`src/hdl/oisf_pkg.sv`:
```
// Shared types and constants for the oldest idle slot finder.
`timescale 1ns / 1ps

package oisf_pkg;

  localparam logic [1:0] CMD_INSERT = 2'd0;
  localparam logic [1:0] CMD_REMOVE = 2'd1;
  localparam logic [1:0] CMD_FIND   = 2'd2;
  localparam logic [1:0] CMD_READ   = 2'd3;

  localparam int SLOT_W = 10;
  localparam int TIME_W = 32;
  localparam int RANGE_W = 11;

  // one table entry as held in the slot RAM
  typedef struct packed {
    logic              valid;
    logic              active;
    logic [TIME_W-1:0] stamp;
  } oisf_entry_t;

  // running best candidate of a find
  typedef struct packed {
    logic              hit;
    logic [SLOT_W-1:0] slot;
    logic [TIME_W-1:0] stamp;
  } oisf_best_t;

endpackage

```
`src/hdl/oisf_age_cmp.sv`:
```
// Shared age subtract and compare unit holding the best candidate of a find.
`timescale 1ns / 1ps

module oisf_age_cmp #(
  parameter int IW = 11
) (
  input  logic                         clk,
  input  logic                         rst_n,
  input  logic                         clear,
  input  logic                         step,
  input  logic [IW-1:0]                idx,
  input  oisf_pkg::oisf_entry_t        entry,
  input  logic [oisf_pkg::TIME_W-1:0]  now,
  input  logic [oisf_pkg::TIME_W-1:0]  min_idle,
  output oisf_pkg::oisf_best_t         best
);

  oisf_pkg::oisf_best_t        best_r;
  logic [oisf_pkg::TIME_W-1:0] best_age_r;
  logic [oisf_pkg::TIME_W-1:0] age;
  logic [oisf_pkg::TIME_W-1:0] thr;
  logic                        take;

  // best age already exceeds min_idle once a hit exists, so one compare serves both
  assign thr  = best_r.hit ? best_age_r : min_idle;
  assign age  = now - entry.stamp;
  assign take = step && entry.valid && !entry.active && (age > thr);

  always_ff @(posedge clk) begin
    if (!rst_n) begin
      best_r     <= '0;
      best_age_r <= '0;
    end else if (clear) begin
      best_r     <= '0;
      best_age_r <= '0;
    end else if (take) begin
      best_r.hit   <= 1'b1;
      best_r.slot  <= idx[oisf_pkg::SLOT_W-1:0];
      best_r.stamp <= entry.stamp;
      best_age_r   <= age;
    end
  end

  assign best = best_r;

endmodule

```
`config.mk`:
```
export PLATFORM = sky130hd
export DESIGN_NAME = oisf_age_cmp
export DESIGN_NICKNAME = d
export VERILOG_FILES = /design/src/hdl/oisf_pkg.sv /design/src/hdl/oisf_age_cmp.sv
export SDC_FILE = /design/constraint.sdc
export NUM_CORES = 1
export LEC_CHECK = 0
export BUFFER_PORTS_ARGS = -buffer_cell sky130_fd_sc_hd__buf_2
export CAP_MARGIN = 20
export CELL_PAD_IN_SITES_DETAIL_PLACEMENT = 0
export CELL_PAD_IN_SITES_GLOBAL_PLACEMENT = 1
export CORE_MARGIN = 2
export CORE_UTILIZATION = 35
export CTS_CLUSTER_SIZE = 16
export DETAILED_ROUTE_END_ITERATION = 10
export GPL_TIMING_DRIVEN = 0
export HOLD_SLACK_MARGIN = 0.05
export PLACE_DENSITY = 0.85
export SLEW_MARGIN = 40
export SYNTH_ARGS = -nofsm -noshare
export SYNTH_HDL_FRONTEND = slang
export SYNTH_SLANG_ARGS = --single-unit
```
`constraint.sdc`:
```
create_clock -name clk -period 8.4 [get_ports clk]
set_input_delay 1.68 -clock clk [delete_from_list [all_inputs] [get_ports clk]]
set_output_delay 1.68 -clock clk [all_outputs]
set_load 0.05 [all_outputs]
```
# [After elaboration in Yosys (flattened, before gate mapping)]
# Index checks and enable logic that the tools add are counted.
[word_totals] regBits=75 in_bits=113 elab_cells=13
[classes] addsub=1 n_lt_le_gt_ge=1 mux=1 n_bitwise=1 reduce_logical=5
[op_table] cell="> comparator 32 bit" n=1
[op_table] cell="two-way mux 32 bit" n=1
[op_table] cell="subtractor 32 bit" n=1
[op_table] cell="logical AND 1 bit" n=3
[op_table] cell="OR reduction 2 bit" n=1
[op_table] cell="zero test 1 bit" n=1
[op_table] cell="NOT 1 bit" n=1

# [Depth between registers and ports, before layout]
# Gate-level depths: netlist (run 1).
[depth] ltp_word=3 ltp_mapped=22

# [Worst setup path after synthesis (run 1)]
# Ideal clock, no wire load.
[synth_timing] path_type="input port to flip-flop" from="in now[0] (netlist bit)" to="reg best_age_r[26] (netlist bit)" arrival_time_ps=5587 required_time_ps=8338 setup_slack_ps=2750 path_stages=21 n_path_buf=1 path_cell_list="inv_1 > ha_1 > inv_1 > fa_1 > a211oi_1 > o211ai_1 > a221o_2 > a31oi_4 > o21a_1 > o31ai_1 > xor2_1 > ha_1 > and3_1 > nand3_1 > nor3_1 > and4_1 > a211oi_1 > or2_1 > buf_2 > or4_1 > nand3_1"
[synth_via] elab_chain_cells=3
[synth_lines] item="start: declaration" line="oisf_age_cmp.sv:13" source="input logic [oisf_pkg::TIME_W-1:0] now,"
[synth_lines] item="subtractor 32 bit" line="oisf_age_cmp.sv:26" source="assign age = now - entry.stamp;"
[synth_lines] item="via age, one bit" line="oisf_age_cmp.sv:20" source="logic [oisf_pkg::TIME_W-1:0] age;"
[synth_lines] item="> comparator 32 bit" line="oisf_age_cmp.sv:27" source="assign take = step && entry.valid && !entry.active && (age > thr);"
[synth_lines] item="logical AND 1 bit" line="oisf_age_cmp.sv:27"
[synth_lines] item="end signal: assignment" line="oisf_age_cmp.sv:40" source="best_age_r <= age;"
[synth_lines] item="end: declaration" line="oisf_age_cmp.sv:19" source="logic [oisf_pkg::TIME_W-1:0] best_age_r;"
# The timed path passes the listed nets, and every way through them passes these cells.
# A chain may end at the register's enable or synchronous reset.

# [Final worst setup path (run 1)]
[layout_timing] from="in now[0] (netlist bit)" to="reg best_age_r[24] (netlist bit)"
# The elaborated chain is that of the path after synthesis.

==> qor.yml, run 1 <==
clk_pin_slew_ps: 50
avgSynthCellArea_um2: 7.62
finalHoldViolCount: 0
holdCritPathClass: "flip-flop to flip-flop"
grt_start_max_net_pins: 12
r2r_setup_slack_ps: 4450
timing.final.crit_share: 0.747
ir_drop_uv: 94.8
dieHeight_um: 129
yosysSeqAreaShare: 0.275
area_growth_pct: 23.2
finalCriticalPeriod_ps: 6270
drcViolationCount: 0
leakage_nw: 2.99
die-area_um2: 16600
async_reset_ff_frac: 0
die_w_um: 129
final_common_cell: "buf_2"
fin_skew_ps: 7.11
fin_util: 0.443
hold_end: "best[35]$_SDFFE_PP0P_"
dp_cells: 1059
status: "completed"
worstSetupPathType: "input port to flip-flop"
drt_iter0_markers: 282
numCtsBuffers: 9
dp_hpwl_um: 12700
synth_flop_cell: "dfxtp_1"
syn_inst: 717
grt_pass1_wl_um: 25700
root_buffer: "clkbuf_16"
fin_cells: 1074
diodes: 0
tns_ps: 0
relSlewSlack: 0.446
syn-num-nets: 894
crit_family: "compound AO/OA/AOI/OAI gates"
yosysUniqueCellTypes: 49
slew_viol_final: 0
r2r_end: "best_age_r[24]$_SDFFE_PP0P_"
post_cts_resized: 0
grt_overflow_total: 0
vias_per_cell: 5.07
fp-row-count: 45
placed_area_um2: 6470
hold_start: "best[35]$_SDFFE_PP0P_"
power_mw: 1.06
ios: 156
max-clock-path-buffers: 2
cp.required_ps: 8610
drt_wl_total_um: 16100
final_cell_area_um2: 6730
power_density_nw_per_um2: 158
min_delay_path_depth: 2
syn_area_um2: 5460
cp-start-kind: "input port"
worstPathArrival_ps: 6490
tightestPinTransition_ps: 831
dp_slack_ps: 1810
vias: 5449
crit_slowest_cell: "clkbuf_1"
core-area_um2: 15200
postCtsHoldBufs: 0
clk_latency_ps: 350
place_congestion: 0.879
start_util: 0.359
cap_viol_max_count: 0
fillers: 1636
drive_above_1_share: 0.210
crit_buf_inv: 4
cts_tree: "built"
setup-violations-final: 0
fmax_mhz: 159
endpoint_kind: "flip-flop"
postCtsSetupBuffers: 0
grt_util_all_layers: 0.198
antenna_found_initial: 0
io_buffers: 154
reg2reg_depth: 12
worst-path-max-fanout: 10
fin_ws_ps: 2130
ys_warn_count: 0
synth-edff-count: 0
dr.pass1.iters: 6
h-tree-depth: 3
holdWs_ps: 448
reg2reg_from: "best[42]$_SDFFE_PP0P_"
ys_ff_latch: 75
cts_sinks: 75
final_net_count: 1059
ant_nets: 0
grt_pass1_vias: 5168
rsz0062_at_grt: "no"
post_drt_wl_per_cell_um: 15.0
mostFrequentLayoutCells: "buf_2 (166), nand2_1 (149), a21oi_1 (100)"
crit_chain: "buf_2 > inv_1 > ha_1 > inv_1 > fa_1 > a211oi_1 > o211ai_1 > a221o_2 > a31oi_4 > o21a_1 > o31ai_1 > xor2_1 > ha_1 > and3_1 > nand3_1 > nor3_1 > a221o_1 > a211oi_1 > or2_1 > clkbuf_1 > nor2_1 > o2bb2ai_1"
cpPeakStageDelay_ps: 450
[tightest hold or removal path, delay by kind of cell, from the launching register on]
family,cells,cell delay [ps]
flops,1,300
simple gates,1,50
compound gates,1,50
[worst max path at each step]
stage                                        to  cells after the start    from
floorplan           best_age_r[26]$_SDFFE_PP0P_                     21  now[0]
detailed placement  best_age_r[24]$_SDFFE_PP0P_                     22  now[0]
finish              best_age_r[24]$_SDFFE_PP0P_                     22  now[0]
CTS                 best_age_r[24]$_SDFFE_PP0P_                     22  now[0]
global placement    best_age_r[24]$_SDFFE_PP0P_                     22  now[0]
global route        best_age_r[29]$_SDFFE_PP0P_                     21  now[0]
[synth_stat cells (2+ instances only)]
cell type	n	area (um^2)
nand2_1	149	559
a21oi_1	100	500
dfxtp_1	75	1500
ha_1	63	788
inv_1	41	154
mux2i_1	32	320
nor2_1	27	101
clkbuf_1	25	93.8
nand3_1	23	115
a21o_1	17	128
o21ai_0	17	85.1
xnor2_1	15	131
xor2_1	13	114
buf_2	12	60.1
nand4_1	12	75.1
nand2b_1	7	43.8
o211ai_1	7	52.6
o21a_1	7	52.6
a31oi_1	6	37.5
nor3_1	6	30.0
a211oi_1	5	37.5
and2_1	4	25.0
and3_1	4	25.0
and4_1	4	35.0
nand3b_1	4	30.0
o2111ai_1	4	35.0
o2bb2ai_1	4	35.0
o21ai_1	3	15.0
or4_1	3	22.5
a211o_1	2	17.5
a221o_1	2	20.0
a31o_2	2	17.5
nor2b_1	2	12.5
o21bai_1	2	15.0
o221ai_1	2	17.5
o31ai_1	2	15.0
or3_1	2	12.5
[logic make-up (layout without fill, tap and decap cells)]
family | Yosys count | count (layout) | share of synthesized area
adder cells (fa/ha/maj) | 64 | 64 | 0.148
multiplexers | 33 | 33 | 0.0607
AND/OR/NAND/NOR | 250 | 250 | 0.203
flip-flops | 75 | 75 | 0.275
buffers and inverters | 79 | 248 | 0.0571
AO/OA/AOI/OAI | 188 | 188 | 0.211
XOR/XNOR | 28 | 28 | 0.0449
[flip-flops by register name (all words and copies together) (netlist names)]
register,count
best_age_r,32
best,43
[per-layer routing]
metal,global-route usage,vias to the layer above,share of wire
li1,-,2856,-
met1,0.264,2436,0.47
met2,0.329,140,0.46
met3,0.0295,17,0.053
met4,0.0627,0,0.015
met5,0,-,0
[area by class of cell]
| type | count | area (um^2) | area share |
|---|---|---|---|
| flip-flops and latches | 75 | 1500 | 0.223 |
| multi-input cells | 563 | 3650 | 0.542 |
| plain buffers | 38 | 159 | 0.0236 |
| well taps | 188 | 235 | 0.0350 |
| clock inverters | 3 | 15.0 | 0.00223 |
| clock buffers | 12 | 246 | 0.0366 |
| inverters | 41 | 154 | 0.0229 |
| repair buffers | 154 | 771 | 0.115 |
[power breakdown]
part | total (mW) | switching (mW) | internal, mW | leakage, nW
registers | 0.364 | 0.00248 | 0.361 | 0.605
clock network | 0.361 | 0.156 | 0.205 | 0.132
logic | 0.337 | 0.202 | 0.135 | 2.25
total | 1.06 | 0.361 | 0.701 | 2.99
Power figures use the tool's default switching activity.
==> run 2, diff against run 1 <==
Settings changed: ABC_AREA set to 1, PLACE_DENSITY 0.85 to 0.86.
Clock period 8.4 ns to 6.23 ns, I/O delays scaled along.
==> qor.yml, run 2 <==
io_buffers: 154  # unchanged
vias_per_cell: 4.62  # -8.9%
drt_iter0_markers: 489  # +73%
fillers: 2207  # +35%
power_density_nw_per_um2: 210  # +33%
fmax_mhz: 212
synth_commonest_cells: "nand2_1 (366), inv_1 (180), nor2_1 (136)"
cp.required_ps: 6480  # -2130 ps
die-area_um2: 20600  # +24%
r2r_end: "best[26]$_SDFFE_PP0P_"
clk_latency_ps: 360  # about the same
yosysUniqueCellTypes: 32  # -35%
reg2reg_depth: 15  # +3
grt_overflow_total: 0  # unchanged
drt_wl_total_um: 21700  # +35%
rsz0062_at_grt: "no"
clk_pin_slew_ps: 60  # about the same
relSlewSlack: 0.488  # +0.0423
ir_drop_uv: 133  # +41%
hold_start: "best[16]$_SDFFE_PP0P_"
numCtsBuffers: 9  # unchanged
synth-edff-count: 0  # unchanged
post_cts_resized: 0  # unchanged
ys_top_cells_by_area: "dfxtp_1 (22%), nand2_1 (20%), ha_1 (12%)"
postCtsHoldBufs: 0  # unchanged
async_reset_ff_frac: 0  # unchanged
max-clock-path-buffers: 2  # unchanged
syn_inst: 1141  # +59%
synth_flop_cell: "dfxtp_1"
post_drt_wl_per_cell_um: 13.8  # -8.1%
grt_pass1_vias: 6820  # +32%
status: "completed"
grt_util_all_layers: 0.214  # +0.0159
avgSynthCellArea_um2: 5.97  # -22%
yosysTopAreaCell: "dfxtp_1"
ios: 156  # unchanged
hold_end: "best[16]$_SDFFE_PP0P_"
ant_nets: 0  # unchanged
timing.final.crit_share: 0.756
dr.pass1.iters: 5  # -1
cp-start-kind: "input port"
worst-path-max-fanout: 10  # unchanged
die_w_um: 143  # +11%
regArea_um2: 1500  # unchanged
yosysMostFrequentCell: "nand2_1"
dp_hpwl_um: 17700  # +39%
min_delay_path_depth: 2  # unchanged
reg2reg_from: "best[42]$_SDFFE_PP0P_"
cap_viol_max_count: 0  # unchanged
largest_reg_flops: 43  # unchanged
worstSetupPathType: "input port to flip-flop"
syn-num-nets: 1318  # +47%
drcViolationCount: 0  # unchanged
final_net_count: 1483  # +40%
place_congestion: 0.936  # +6.6%
synth_top_area_share: 0.221  # -0.0544
ys_warn_count: 0  # unchanged
r2r_setup_slack_ps: 2830  # -1620 ps
cts_tree: "built"
start_util: 0.353  # -0.00598
tightestPinTransition_ps: 768  # -63.5 ps
root_buffer: "clkbuf_16"
worstPathArrival_ps: 4960  # -1530 ps
fin_util: 0.426  # -0.0166
drive_above_1_share: 0.153  # -0.0573
diodes: 0  # unchanged
syn_area_um2: 6810  # +25%
finalCriticalPeriod_ps: 4710
dieHeight_um: 143  # +11%
area_growth_pct: 20.6
postCtsSetupBuffers: 0  # unchanged
yosysSeqAreaShare: 0.221  # -0.0544
holdCritPathClass: "flip-flop to flip-flop"
grt_pass1_wl_um: 34300  # +33%
multiInputGateArea_um2: 4360  # +19%
fp-row-count: 51  # +13%
fin_skew_ps: 6.67  # -0.442 ps
core-area_um2: 19300  # +27%
tns_ps: 0  # unchanged
slew_viol_final: 0  # unchanged
ys_ff_latch: 75  # unchanged
mostFrequentLayoutCells: "nand2_1 (366), inv_1 (180), buf_2 (159)"
h-tree-depth: 3  # unchanged
leakage_nw: 4.42  # +48%
finalHoldViolCount: 0  # unchanged
final_common_cell: "nand2_1"
grt_start_max_net_pins: 14  # +2
setup-violations-final: 0  # unchanged
endpoint_kind: "flip-flop"
antenna_found_initial: 0  # unchanged
vias: 7283  # +34%
cts_sinks: 75  # unchanged
==> run 2: cell type report <==
class,count,area share
Tap cell,265,0.0404
Sequential cell,75,0.183
Timing Repair Buffer,154,0.0939
Buffer,42,0.0329
Clock inverter,5,0.00747
Multi-Input combinational cell,843,0.531
Inverter,181,0.0827
Clock buffer,10,0.0291
==> run 2: worst max-delay path by stage <==
| stage | startpoint | end | slack [ps] | cells after the start |
|---|---|---|---|---|
| finish | now[0] | best[26]$_SDFFE_PP0P_ | 1520 | 25 |
| global route | now[0] | best[26]$_SDFFE_PP0P_ | 1190 | 25 |
| CTS | now[0] | best[27]$_SDFFE_PP0P_ | 1510 | 25 |
| detailed placement | now[0] | best[27]$_SDFFE_PP0P_ | 1130 | 25 |
| global placement | now[0] | best[27]$_SDFFE_PP0P_ | 1140 | 25 |
| floorplan | now[0] | best[31]$_SDFFE_PP0P_ | 2270 | 25 |
==> run 2: kinds of logic (layout without fill, tap and decap cells) <==
| logic type | count (synthesis) | in the layout | synth area share |
|---|---|---|---|
| AND/OR/NAND/NOR | 624 | 624 | 0.380 |
| buffers and inverters | 223 | 392 | 0.139 |
| AO/OA/AOI/OAI | 119 | 119 | 0.0912 |
| flip-flops | 75 | 75 | 0.221 |
| adder cells (fa/ha/maj) | 64 | 64 | 0.119 |
| multiplexers | 23 | 23 | 0.0338 |
| XOR/XNOR | 13 | 13 | 0.0167 |
==> run 2: per-layer routing <==
metal  GRT usage  vias to the layer above  share of wire
met5           0                        -              0
met1       0.276                     3230           0.47
met3      0.0350                       30          0.039
met2       0.358                      135           0.46
li1            -                     3888              -
met4      0.0779                        0          0.026
==> run 2: through the flow <==
stage / std cells / hold slack, ps / area (um^2) / setup slack (ps) / total power [mW]
after floorplan: 1141 / 451 / 6810 / 2270 / 0.972
after global placement: 1560 / 460 / 7910 / 1140 / 1.17
after detailed placement: 1560 / 465 / 7910 / 1130 / 1.17
after CTS: 1575 / 480 / 8210 / 1510 / 1.73
after global routing: 1575 / 505 / 8210 / 1190 / 1.83
final: 1575 / 475 / 8210 / 1520 / 1.73
==> run 2: worst max-delay path, cell delays in order <==
cell,delay (ps)
buf_2,90
inv_1,50
ha_1,130
inv_1,100
fa_1,460
nand2_1,90
nand2_1,90
nand3_1,80
nand2_1,120
nand2_1,90
nand2_1,110
xnor2_1,280
inv_1,100
ha_1,280
nand2_1,70
nor3_1,320
nand2_1,90
nand2_1,130
nand2_1,80
nand2_2,140
buf_4,260
buf_4,240
nand3_1,170
nand2_1,100
nor2_1,40
==> run 2: power breakdown <==
part           internal, mW  switching, mW  total [mW]
Sequential            0.490        0.00504       0.495
Combinational         0.232          0.436       0.669
Clock                 0.322          0.239       0.561
==> run 3, diff against run 2 <==
Settings changed: CORE_UTILIZATION 35 to 34, PLACE_DENSITY 0.86 to 0.87.
Clock period 6.23 ns to 4.33 ns, I/O delays scaled along.
==> qor.yml, run 3 (synthesis gave the netlist of run 2 again) <==
clk_pin_slew_ps: 60  # about the same
ir_drop_uv: 176  # +32%
area_growth_pct: 21.6
cap_viol_max_count: 0  # unchanged
cp.required_ps: 4580  # -1900 ps
tightestPinTransition_ps: 806  # +38.4 ps
antenna_found_initial: 0  # unchanged
die-area_um2: 21200  # +2.9%
ant_nets: 0  # unchanged
fmax_mhz: 252
timing.final.crit_share: 0.916
post_drt_wl_per_cell_um: 13.9  # +0.95%
ios: 156  # unchanged
rsz0062_at_grt: "no"
cts_tree: "built"
postCtsSetupBuffers: 0  # unchanged
holdCritPathClass: "flip-flop to flip-flop"
endpoint_kind: "flip-flop"
cts_sinks: 75  # unchanged
power_density_nw_per_um2: 309  # +47%
dp_hpwl_um: 18000  # +1.2%
p_sw_mw: 0.995  # +46%
cp_common_cell: "nand2_1"
core-area_um2: 19500  # +1.3%
max-clock-path-buffers: 2  # unchanged
fp-row-count: 51  # unchanged
grt_pass1_wl_um: 35100  # +2.4%
drive_above_1_share: 0.159  # +0.00599
r2r_end: "best[5]$_SDFFE_PP0P_"
slew_viol_final: 0  # unchanged
setup-violations-final: 0  # unchanged
grt_overflow_total: 0  # unchanged
die_w_um: 145  # +1.4%
numCtsBuffers: 9  # unchanged
final_net_count: 1483  # unchanged
swShare: 0.389  # -0.00577
drt_iter0_markers: 414  # -15%
min_delay_path_depth: 2  # unchanged
diodes: 0  # unchanged
start_util: 0.349  # -0.00462
grt_util_all_layers: 0.206  # -0.00723
multiInputGateArea_um2: 4380  # +0.52%
status: "completed"
clk_latency_ps: 350  # about the same
root_buffer: "clkbuf_16"
dp_slack_ps: -311  # -1440 ps
combPwrFrac: 0.381  # -0.007
vias: 7245  # -0.52%
worstSetupPathType: "input port to flip-flop"
p_seq_frac: 0.278  # -0.009
reg2reg_from: "best[42]$_SDFFE_PP0P_"
pwr-share-clk: 0.341  # +0.016
regArea_um2: 1500  # unchanged
crit_slowest_cell: "fa_2"
holdWs_ps: 478  # +2.28 ps
fillers: 2255  # +2.2%
cpPeakStageDelay_ps: 390  # -70 ps
dr.pass1.iters: 7  # +2
r2r_setup_slack_ps: 1120  # -1710 ps
io_buffers: 154  # unchanged
finalCriticalPeriod_ps: 3970
startpoint: "now[0]"
worst-path-max-fanout: 10  # unchanged
largest_reg_flops: 43  # unchanged
fin_util: 0.424  # -0.00205
grt_start_max_net_pins: 16  # +2
worstSetupEndpoint: "best[26]$_SDFFE_PP0P_"
h-tree-depth: 3  # unchanged
leakage_nw: 4.46  # +0.85%
fin_skew_ps: 9.89  # +3.22 ps
cp-start-kind: "input port"
relSlewSlack: 0.463  # -0.0256
internal-power_mw: 1.57  # +50%
drcViolationCount: 0  # unchanged
worstPathArrival_ps: 4210  # -750 ps
drt_wl_total_um: 21900  # +1.0%
place_congestion: 0.926  # -1.1%
grt_pass1_vias: 6921  # +1.5%
final_common_cell: "nand2_1"
finalHoldViolCount: 0  # unchanged
reg2reg_depth: 13  # -2
postCtsHoldBufs: 0  # unchanged
vias_per_cell: 4.60  # -0.58%
mostFrequentLayoutCells: "nand2_1 (366), inv_1 (180), buf_2 (159)"
fin_ws_ps: 362  # -1160 ps
dieHeight_um: 145  # +1.4%
==> run 3: changes by cell type in the layout (fill, tap and decap cells not counted), moves of 2 or more <==
cell      before  now
buf_1          5    1
clkbuf_2       1    5
buf_4         10    8
xnor2_1        6    4
xnor2_2        0    2
==> run 3: cell type report <==
class                      instances  area share
multi-input combinational        843       0.529
sequential                        75       0.181
timing repair buffer             154      0.0931
inverter                         181      0.0821
tap                              265      0.0400
buffer                            42      0.0346
clock buffer                       9      0.0272
clock inverter                     7      0.0127
==> run 3: stage by stage <==
step                power [mW]  instances  area, um^2  setup TNS (ps)
detailed placement        1.69       1560        7910          -10570
floorplan                 1.40       1141        6810               0
global route              2.73       1576        8280               0
global placement          1.68       1560        7910          -10050
CTS                       2.57       1576        8240               0
finish                    2.56       1576        8280               0
==> run 3: what timing repair did <==
item                                    in CTS  in global routing
gates resized for setup                      0                 11
endpoints found under the setup margin       0                 66
endpoints found under the hold margin        0                  0
==> run 3: power by group through the flow <==
stage	registers [mW]	clock network, mW	logic, mW
final	0.712	0.873	0.977
after global routing	0.714	0.922	1.10
after CTS	0.712	0.892	0.962
after detailed placement	0.728	0	0.958
after global placement	0.728	0	0.947
after floorplan	0.757	0	0.641
==> run 3: worst max-delay path, delay by kind of cell <==
kind / cells / cell delay [ps]
fa+ha+maj: 3 / 800
simple gates: 19 / 1860
buf+inv: 6 / 630
==> run 3: how the worst min path moves through the flow <==
stage / start / end
after floorplan: best_age_r[10]$_SDFFE_PP0P_ / best_age_r[10]$_SDFFE_PP0P_
after global placement: best[24]$_SDFFE_PP0P_ / best[24]$_SDFFE_PP0P_
after detailed placement: best[37]$_SDFFE_PP0P_ / best[37]$_SDFFE_PP0P_
after CTS: best[37]$_SDFFE_PP0P_ / best[37]$_SDFFE_PP0P_
after global routing: best[37]$_SDFFE_PP0P_ / best[37]$_SDFFE_PP0P_
final: best[9]$_SDFFE_PP0P_ / best[9]$_SDFFE_PP0P_
==> run 3: metal layers <==
| layer | track usage | routed length [um] | up-vias |
|---|---|---|---|
| met3 | 0.0373 | 914 | 26 |
| met1 | 0.265 | 10400 | 3166 |
| li1 | - | - | 3888 |
| met2 | 0.356 | 10100 | 165 |
| met5 | 0 | 0 | - |
| met4 | 0.0559 | 425 | 0 |
